<file path="config.mk">
export PLATFORM = sky130hd
export DESIGN_NAME = nmea_sentence_deframer_top
export DESIGN_NICKNAME = d
export VERILOG_FILES = /design/src/hdl/nsd_pkg.sv /design/src/hdl/nsd_step.sv /design/src/hdl/nmea_sentence_deframer_top.sv
export SDC_FILE = /design/constraint.sdc
export NUM_CORES = 1
export LEC_CHECK = 0
export BUFFER_PORTS_ARGS = -buffer_cell sky130_fd_sc_hd__buf_2
export CORE_MARGIN = 5
export CORE_UTILIZATION = 55
export DETAILED_ROUTE_END_ITERATION = 12
export PLACE_DENSITY_LB_ADDON = 0.3
export SLEW_MARGIN = 20
export SYNTH_ARGS = -nofsm -noshare
export SYNTH_HDL_FRONTEND = slang
export SYNTH_HIERARCHICAL = 1
export SYNTH_SLANG_ARGS = --single-unit
</file>
<file path="constraint.sdc">
create_clock -name aclk -period 3.45 [get_ports aclk]
set_input_delay 0.69 -clock aclk [delete_from_list [all_inputs] [get_ports aclk]]
set_output_delay 0.69 -clock aclk [all_outputs]
set_load 0.01 [all_outputs]
</file>
<file path="src/hdl/nsd_pkg.sv">
// ============================================================================
// nsd_pkg
// Shared types, character codes and helpers for the NMEA sentence deframer.
// ============================================================================
package nsd_pkg;

    localparam int MAX_FIELDS_DEFAULT = 32;

    localparam logic [7:0] CHR_DOLLAR = 8'h24;
    localparam logic [7:0] CHR_STAR   = 8'h2A;
    localparam logic [7:0] CHR_COMMA  = 8'h2C;
    localparam logic [7:0] CHR_CR     = 8'h0D;
    localparam logic [7:0] CHR_LF     = 8'h0A;
    localparam logic [7:0] CHR_NUL    = 8'h00;

    localparam logic [15:0] TALKER_DEFAULT  = 16'h5858;
    localparam logic [23:0] MESSAGE_DEFAULT = 24'h595959;

    localparam logic [2:0] ID_LEN     = 3'd5;
    localparam logic [2:0] TALKER_LEN = 3'd2;

    typedef enum logic [4:0] {
        PH_IDLE  = 5'b00001,
        PH_BODY  = 5'b00010,
        PH_HEX1  = 5'b00100,
        PH_HEX2  = 5'b01000,
        PH_AFTER = 5'b10000
    } phase_t;

    typedef enum logic [1:0] {
        ST_OK        = 2'd0,
        ST_OUTSIDE   = 2'd1,
        ST_BAD_DIGIT = 2'd2,
        ST_OVERFLOW  = 2'd3
    } status_t;

    typedef struct packed {
        phase_t      phase;
        logic [7:0]  running_xor;
        logic [7:0]  received_sum;
        logic [5:0]  current_field;
        logic [2:0]  first_len;
        logic [15:0] talker;
        logic [23:0] message;
        logic        flag_present;
        logic        flag_bad;
        logic        flag_over;
    } parse_state_t;

    typedef struct packed {
        logic [7:0]  char_out;
        logic [5:0]  field_index;
        logic        is_content;
        logic        field_end;
        logic        sentence_end;
        logic        checksum_present;
        logic        checksum_ok;
        logic [5:0]  field_count;
        logic [15:0] talker_code;
        logic [23:0] message_code;
        status_t     status;
    } result_t;

    localparam parse_state_t STATE_RESET = '{
        phase:         PH_IDLE,
        running_xor:   8'd0,
        received_sum:  8'd0,
        current_field: 6'd0,
        first_len:     3'd0,
        talker:        16'd0,
        message:       24'd0,
        flag_present:  1'b0,
        flag_bad:      1'b0,
        flag_over:     1'b0
    };

    // {valid, nibble}
    function automatic logic [4:0] hex_decode(input logic [7:0] c);
        logic [4:0] r;
        r = 5'd0;
        if (c inside {[8'h30:8'h39]}) begin
            r = {1'b1, 4'(c - 8'h30)};
        end else if (c inside {[8'h41:8'h46]}) begin
            r = {1'b1, 4'(c - 8'h37)};
        end else if (c inside {[8'h61:8'h66]}) begin
            r = {1'b1, 4'(c - 8'h57)};
        end
        return r;
    endfunction

endpackage

</file>
<file path="src/hdl/nsd_step.sv">
// ============================================================================
// nsd_step
// Per-byte parse step: next parser state and the result beat for one byte.
// ============================================================================
module nsd_step
    import nsd_pkg::*;
#(
    parameter int MAX_FIELDS = MAX_FIELDS_DEFAULT
) (
    input  parse_state_t cur,
    input  logic [7:0]   data_byte,
    input  logic         last_byte,
    output parse_state_t nxt,
    output result_t      res
);

    localparam logic [6:0] MAX_F = 7'(MAX_FIELDS);

    logic       term;
    logic       ends;
    logic       idle_out;
    logic [4:0] hex;

    assign term = (data_byte == CHR_CR) || (data_byte == CHR_LF) || (data_byte == CHR_NUL);
    assign ends = term || last_byte;
    assign hex  = hex_decode(data_byte);

    always_comb begin
        nxt          = cur;
        res          = '0;
        res.char_out = data_byte;
        res.status   = ST_OK;
        idle_out     = 1'b0;

        case (cur.phase)
            PH_IDLE: begin
                if (data_byte == CHR_DOLLAR) begin
                    nxt       = STATE_RESET;
                    nxt.phase = PH_BODY;
                end else begin
                    idle_out = 1'b1;
                end
            end
            PH_BODY: begin
                res.field_index = cur.current_field;
                if (term) begin
                    res.field_end = 1'b1;
                end else if (data_byte == CHR_STAR) begin
                    res.field_end = 1'b1;
                    nxt.phase     = PH_HEX1;
                end else begin
                    nxt.running_xor = cur.running_xor ^ data_byte;
                    if (data_byte == CHR_COMMA) begin
                        if (({1'b0, cur.current_field} + 7'd1) < MAX_F) begin
                            nxt.current_field = cur.current_field + 6'd1;
                            res.field_end     = 1'b1;
                        end else begin
                            nxt.flag_over = 1'b1;
                            res.status    = ST_OVERFLOW;
                        end
                    end else begin
                        res.is_content = 1'b1;
                        if (cur.current_field == 6'd0 && cur.first_len < ID_LEN) begin
                            if (cur.first_len < TALKER_LEN) begin
                                nxt.talker = {cur.talker[7:0], data_byte};
                            end else begin
                                nxt.message = {cur.message[15:0], data_byte};
                            end
                            nxt.first_len = cur.first_len + 3'd1;
                        end
                    end
                end
            end
            PH_HEX1, PH_HEX2: begin
                res.field_index = cur.current_field;
                if (!term) begin
                    if (!hex[4]) begin
                        nxt.flag_bad = 1'b1;
                        res.status   = ST_BAD_DIGIT;
                        nxt.phase    = PH_AFTER;
                    end else if (cur.phase == PH_HEX1) begin
                        nxt.received_sum = {hex[3:0], 4'd0};
                        nxt.phase        = PH_HEX2;
                    end else begin
                        nxt.received_sum = {cur.received_sum[7:4], hex[3:0]};
                        nxt.flag_present = 1'b1;
                        nxt.phase        = PH_AFTER;
                    end
                end
            end
            default: begin
                res.field_index = cur.current_field;
            end
        endcase

        if (idle_out) begin
            res.status       = term ? ST_OK : ST_OUTSIDE;
            res.sentence_end = last_byte;
            res.talker_code  = last_byte ? TALKER_DEFAULT : 16'd0;
            res.message_code = last_byte ? MESSAGE_DEFAULT : 24'd0;
        end else if (ends) begin
            if (nxt.phase == PH_BODY) begin
                res.field_end = 1'b1;
            end
            res.sentence_end     = 1'b1;
            res.checksum_present = nxt.flag_present;
            res.checksum_ok      = nxt.flag_present && (nxt.received_sum == nxt.running_xor);
            res.field_count      = nxt.current_field + 6'd1;
            res.talker_code      = (nxt.first_len >= ID_LEN) ? nxt.talker : TALKER_DEFAULT;
            res.message_code     = (nxt.first_len >= ID_LEN) ? nxt.message : MESSAGE_DEFAULT;
            if (nxt.flag_over) begin
                res.status = ST_OVERFLOW;
            end else if (nxt.flag_bad) begin
                res.status = ST_BAD_DIGIT;
            end
            nxt.phase = PH_IDLE;
        end
    end

endmodule

</file>
<file path="src/hdl/nmea_sentence_deframer_top.sv">
// ============================================================================
// nmea_sentence_deframer_top
// Byte-wise NMEA 0183 sentence deframer with XOR checksum check.
// ============================================================================
// Input channel s_*: one sentence byte per beat, s_last_byte marks the end of
// the caller's buffer. Output channel m_*: exactly one result beat per input
// beat, in order, carrying the byte back with its field index and flags; the
// summary (field count, checksum, talker and message codes, final status) is
// filled in on the beat with m_sentence_end set; all but the status is zero
// elsewhere. Each byte passes through the input register, then the parse
// step into the result register. Throughput is one byte per cycle while
// m_ready stays high; the parser state is updated as a byte moves into the
// result register, so consecutive bytes flow with no gap.
// When m_ready is low the result register holds, the input register fills,
// and s_ready drops; nothing is lost or repeated, and flow resumes at full
// rate once the receiver takes the pending beat.
// Reset (aresetn low, synchronous) empties both registers and returns the
// parser to waiting for a '$'.
// ============================================================================
module nmea_sentence_deframer_top
    import nsd_pkg::*;
#(
    parameter int MAX_FIELDS = MAX_FIELDS_DEFAULT
) (
    input  logic        aclk,
    input  logic        aresetn,
    input  logic        s_valid,
    output logic        s_ready,
    input  logic [7:0]  s_data_byte,
    input  logic        s_last_byte,
    output logic        m_valid,
    input  logic        m_ready,
    output logic [7:0]  m_char_out,
    output logic [5:0]  m_field_index,
    output logic        m_is_content,
    output logic        m_field_end,
    output logic        m_sentence_end,
    output logic        m_checksum_present,
    output logic        m_checksum_ok,
    output logic [5:0]  m_field_count,
    output logic [15:0] m_talker_code,
    output logic [23:0] m_message_code,
    output logic [1:0]  m_status
);

    logic         in_valid_reg;
    logic [7:0]   in_data_reg;
    logic         in_last_reg;
    logic         m_valid_reg;
    result_t      result_reg;
    parse_state_t state_reg;
    parse_state_t state_next;
    result_t      result_next;
    logic         advance;

    nsd_step #(
        .MAX_FIELDS(MAX_FIELDS)
    ) u_step (
        .cur      (state_reg),
        .data_byte(in_data_reg),
        .last_byte(in_last_reg),
        .nxt      (state_next),
        .res      (result_next)
    );

    assign advance = in_valid_reg && (!m_valid_reg || m_ready);
    assign s_ready = !in_valid_reg || advance;

    always_ff @(posedge aclk) begin
        if (!aresetn) begin
            in_valid_reg <= 1'b0;
            m_valid_reg  <= 1'b0;
            state_reg    <= STATE_RESET;
        end else begin
            if (s_ready) begin
                in_valid_reg <= s_valid;
            end
            if (advance) begin
                m_valid_reg <= 1'b1;
                state_reg   <= state_next;
            end else if (m_ready) begin
                m_valid_reg <= 1'b0;
            end
        end
    end

    always_ff @(posedge aclk) begin
        if (s_valid && s_ready) begin
            in_data_reg <= s_data_byte;
            in_last_reg <= s_last_byte;
        end
        if (advance) begin
            result_reg <= result_next;
        end
    end

    assign m_valid            = m_valid_reg;
    assign m_char_out         = result_reg.char_out;
    assign m_field_index      = result_reg.field_index;
    assign m_is_content       = result_reg.is_content;
    assign m_field_end        = result_reg.field_end;
    assign m_sentence_end     = result_reg.sentence_end;
    assign m_checksum_present = result_reg.checksum_present;
    assign m_checksum_ok      = result_reg.checksum_ok;
    assign m_field_count      = result_reg.field_count;
    assign m_talker_code      = result_reg.talker_code;
    assign m_message_code     = result_reg.message_code;
    assign m_status           = result_reg.status;

    // stall only when both registers are occupied
    a_stall_full: assert property (@(posedge aclk) disable iff (!aresetn)
        !s_ready |-> (in_valid_reg && m_valid_reg))
        else $error("s_ready low with a free register");

    a_ok_needs_present: assert property (@(posedge aclk) disable iff (!aresetn)
        (m_valid && m_checksum_ok) |-> (m_checksum_present && m_sentence_end))
        else $error("checksum_ok without a checksum at sentence end");

    a_summary_zero: assert property (@(posedge aclk) disable iff (!aresetn)
        (m_valid && !m_sentence_end) |-> (m_field_count == 6'd0 && !m_checksum_present))
        else $error("summary fields set off a sentence end");

    a_count_bound: assert property (@(posedge aclk) disable iff (!aresetn)
        m_valid |-> ({1'b0, m_field_count} <= 7'(MAX_FIELDS)))
        else $error("field count beyond MAX_FIELDS");

endmodule

</file>
### After elaboration in Yosys (flattened, before gate mapping)

Cells that the tools add are included.

| storage, ports and cells | value |
|---|---|
| bits in registers | 151 |
| input bits | 13 |
| output and inout port bits | 69 |

| cells by class | value |
|---|---|
| $add $sub $neg | 7 |
| magnitude comparators | 10 |
| equal/unequal tests | 11 |
| multiplexer cells | 66 |
| bitwise operators | 3 |
| reduce and logical (&&, ||, !) cells | 20 |

Operators with widths:

| kind | count |
|---|---|
| $mux 49 | 2 |
| $pmux 49 s2 | 1 |
| $mux 43 | 2 |
| $mux 73 | 1 |
| $mux 52 | 1 |
| $mux 24 | 2 |
| $mux 5 | 9 |
| $mux 42 | 1 |
| $mux 16 | 2 |
| $mux 8 | 4 |
| $pmux 8 s2 | 2 |
| $eq 8x6->1 const B | 3 |
| $mux 23 | 1 |
| $mux 1 | 21 |
| $mux 2 | 9 |
| $eq 8x4->1 const B | 2 |
| $ge 8x7->1 const B | 2 |
| $le 8x7->1 const B | 2 |
| $mux 15 | 1 |
| $pmux 5 s3 | 1 |
| $mux 13 | 1 |
| $add 6x1->6 const B | 2 |
| $mux 6 | 2 |
| $eq 5x2->1 const B | 2 |
| 26 further kinds | 41 |

### Longest topological paths before layout

| depth | value |
|---|---|
| word-level depth | 13 |
| mapped depth | 13 |
| depth with buffers taken out | 11 |

### Modules after synthesis

Netlist, hierarchy kept.

Modules (own cells, without submodules):

| module | times used | cells an instance | area an instance (µm²) | seq. area each (µm²) |
|---|---|---|---|---|
| nmea_sentence_deframer_top | 1 | 402 | 5345.1 | 3783.6 |
| nsd_step | 1 | 483 | 2859.0 | 0.0 |

### Least setup slack after synthesis

No wires, ideal clock.

| path | value |
|---|---|
| kind | reg-to-reg |
| from | register in_data_reg[0] |
| to | register result_reg (netlist bit m_message_code[14]), data pin |
| setup time | 0.278 ns |
| data arrival time | 2.550 ns |
| required time | 3.172 ns |
| setup slack | 0.622 ns |
| cell stages (with the launch flop) | 11 |
| buffers on the path | 2 |
| cells stage by stage | edfxtp_1 > inv_1 > ha_1 > or4b_4 > a31o_2 > a31o_1 > nand3_2 > nor4bb_1 > buf_2 > buf_2 > a21oi_1 |

RTL lines:

| what | RTL line | source |
|---|---|---|
| start, declared | nmea_sentence_deframer_top.sv:47 | `logic [7:0] in_data_reg;` |
| start signal, assigned | nmea_sentence_deframer_top.sv:89 | `in_data_reg <= s_data_byte;` |
| end signal, assigned | nmea_sentence_deframer_top.sv:93 | `result_reg <= result_next;` |
| end, declared | nmea_sentence_deframer_top.sv:50 | `result_t result_reg;` |

==> results.py <==
metrics = {
    "timing": {
        "rsz0062_at_grt": "false",
        "setup_viol": 0,
        "hold_slack_ns": 0.433,
        "slew_headroom_pct": 51.3,
        "min_period_ns": 3.14,
        "worst_pin_slew_ns": 0.731,
        "fmaxAchievable_mhz": 318,
        "hold_viol": 0,
        "final.period_utilization_pct": 91.1,
        "setup_tns_ns": 0,
        "maxSlewViolCount": 0,
        "finClkSkew_ns": 0.0175,
    },
    "drt": {
        "num_vias": 6307,
        "totalWireLength_um": 18300,
        "drc": 0,
        "dr.first_iter.drc_count": 662,
        "viasPerCell": 5.53,
        "drtAntennaViolNets": 0,
        "firstDrtPassIters": 5,
        "wire_per_inst_um": 16.0,
    },
    "floorplan": {
        "die_area_mm2": 0.0175,
        "die_h_um": 132,
        "start_util_pct": 56.2,
        "io_pins": 82,
        "rows": 44,
        "core_area_mm2": 0.0146,
        "die_x_um": 132,
    },
    "logic_synthesis": {
        "synth_edf_count": 76,
        "synth-xor-area-share_pct": 1.07,
        "yosys_register_bits": 151,
        "synth_top_family_by_area": "simple AND/OR/NAND/NOR gates",
        "synthMuxAreaShare_pct": 10.5,
        "synth_compound_area_share_pct": 11.6,
        "ys.flop_type": "edfxtp_1",
        "ys_warn_count": 6,
        "synthArstFlopShare_pct": 0,
        "synthAdderAreaFrac_pct": 1.37,
        "yosys.area_share.simple_pct": 22.4,
        "synthCells": 885,
        "postSynthNetCount": 907,
        "avgSynthCellArea_um2": 9.27,
        "yosysSeqAreaShare_pct": 46.1,
        "netlist_area_mm2": 0.00820,
        "ys_types": 71,
    },
    "pwr": {
        "vdd_ir_drop_max_mv": 0.325,
        "leakagePower_nw": 3.55,
        "power.density_mw_per_mm2": 436,
    },
    "worst_setup_path": {
        "cp.required_ns": 3.76,
        "start_kind": "flop",
        "endpoint_kind": "flop",
        "arrival_ns": 3.46,
        "path_cells": "inv_1 > ha_1 > and4b_1 > nand4_1 > buf_4 > o21ai_0 > or4b_4 > and2b_1",
        "path_max_fanout": 41,
        "cp_slowest_cell": "or4b_4",
        "crit_type": "reg -> reg",
        "max_stage_delay_ns": 0.75,
    },
    "cells_and_area": {
        "largest_reg_flops": 73,
        "fin_nets": 966,
        "syn_to_final_growth_pct": 12.7,
        "layout_commonest_cell": "nand2_1",
        "num_antenna_cells": 0,
        "drive_above_1_share_pct": 17.6,
        "layout_common_cells": "258 x nand2_1, 86 x mux2i_1, 80 x buf_2, 76 x edfxtp_1, 75 x dfxtp_1",
    },
    "global_route": {
        "antenna_found_initial": 0,
        "met3_usage_pct": 4.58,
        "met2_usage_pct": 33.3,
        "grt_max_degree": 80,
        "grt_busiest_layer": "met2",
        "grt_pass1_wl_um": 30200,
        "grt_use_met1_pct": 29.2,
        "grt_pass1_vias": 5901,
        "grtUsageTotal_pct": 21.3,
        "gr-total-overflow": 0,
    },
    "clock_network": {
        "cts.htree.levels": 4,
        "clock_path_buffers": 2,
        "cts_setup_buffers": 0,
        "ctsHoldBuffers": 0,
        "cts_resized": 0,
        "clockRootBuffer": "clkbuf_16",
        "cts_tree": "yes",
        "cts_buffers": 17,
        "clock-sinks": 151,
        "cts.clk_slew.worst_paths_ns": 0.06,
        "clk_latency_ns": 0.44,
    },
    "run_status": {
        "status": "finished, final reports clean",
    },
    "hold_path": {
        "holdCritPathClass": "in -> reg",
    },
    "placed_design": {
        "io_buffers": 81,
        "gp_congestion": 0.932,
        "dp_hpwl_um": 12400,
    },
    "run": {
        "drv_cap": 0,
    },
}
-- kinds of logic after synthesis --
logic type / count (synthesis)
DFF: 151
AOI/OAI and AO/OA: 142
muxes: 86
adders and majority gates: 9
xor gates and xnor gates: 10
buffers and inverters: 99
and+or+nand+nor: 388
-- critical path: cells and delay by family (launching register included) --
| family | cells | cell delay [ns] |
|---|---|---|
| AOI/OAI and AO/OA | 1 | 0.29 |
| DFF | 1 | 0.48 |
| adders and majority gates | 1 | 0.28 |
| buffers and inverters | 2 | 0.57 |
| and+or+nand+nor | 4 | 1.39 |
-- layer usage --
metal / vias up / wire length, um
met5: - / 0
met4: 0 / 301
met3: 21 / 1020
met2: 176 / 8520
met1: 2953 / 8430
li1: 3157 / -
-- path summary, 6_finish.rpt --
path	from	to	slack [ns]	cells after the start
max	in_data_reg[0]$_DFFE_PP_	m_talker_code[15]$_DFFE_PP_	0.31	8
min	s_data_byte[6]	in_data_reg[6]$_DFFE_PP_	0.43	1
max reg2reg	in_data_reg[0]$_DFFE_PP_	m_talker_code[15]$_DFFE_PP_	0.31	8
min reg2reg	state_reg[52]$_SDFFE_PN0P_	state_reg[52]$_SDFFE_PN0P_	0.46	2
-- synthesized netlist by cell type (all sizes together), types with 2 or more instances --
master / count / share of area [%]
nand2b: 7 / 0.63
and3: 5 / 0.38
a211o: 2 / 0.32
a21o: 4 / 0.37
nor2: 22 / 1.2
xor2: 3 / 0.32
and2: 10 / 0.76
nor2b: 26 / 2.2
nand4: 9 / 0.69
clkbuf: 25 / 1.1
nor3: 6 / 0.43
and4b: 2 / 0.24
xnor2: 7 / 0.75
a21boi: 3 / 0.27
a32o: 2 / 0.24
or4b: 3 / 0.50
o21ai: 37 / 2.3
a31o: 6 / 0.64
o31ai: 5 / 0.46
a21oi: 37 / 2.3
and3b: 2 / 0.21
nand2: 259 / 12
inv: 33 / 1.5
or4: 2 / 0.23
nand3b: 3 / 0.27
mux2i: 86 / 10
edfxtp: 76 / 28
dfxtp: 75 / 18
o21a: 20 / 1.8
nand3: 15 / 0.98
o211ai: 4 / 0.37
nand4b: 3 / 0.32
or2: 3 / 0.23
ha: 9 / 1.4
buf: 41 / 4.3
and4: 2 / 0.21
o2bb2ai: 3 / 0.32
o311ai: 3 / 0.32
a31oi: 7 / 0.53
nor4: 3 / 0.23
-- per-stage QoR --
step	power, W	cell area [um2]	std cells	utilization, %	setup slack, ns
after CTS	0.00408	9240	1141	63.4	0.303
after global placement	0.00222	8650	1109	59.3	0.421
after floorplan	0.00216	8200	885	-	0.622
final	0.00403	9240	1141	63.4	0.306
after global routing	0.00417	9240	1141	63.4	0.0744
after detailed placement	0.00222	8650	1109	59.3	0.307
-- where the power goes --
group | switching (W) | leakage, nW | internal [W]
clock network | 0.000760 | 0.291 | 0.00109
logic | 0.000149 | 1.90 | 0.0000835
registers | 0.0000248 | 1.35 | 0.00192
-- layout make-up --
type	instances	area, um2
fill	1217	5350
multi-input combinational	635	3880
sequential	151	3780
timing repair buffer	106	633
clock buffer	21	483
tap	184	230
inverter	33	124
clock inverter	11	110
Note: power is estimated with default switching activity, not from simulation.
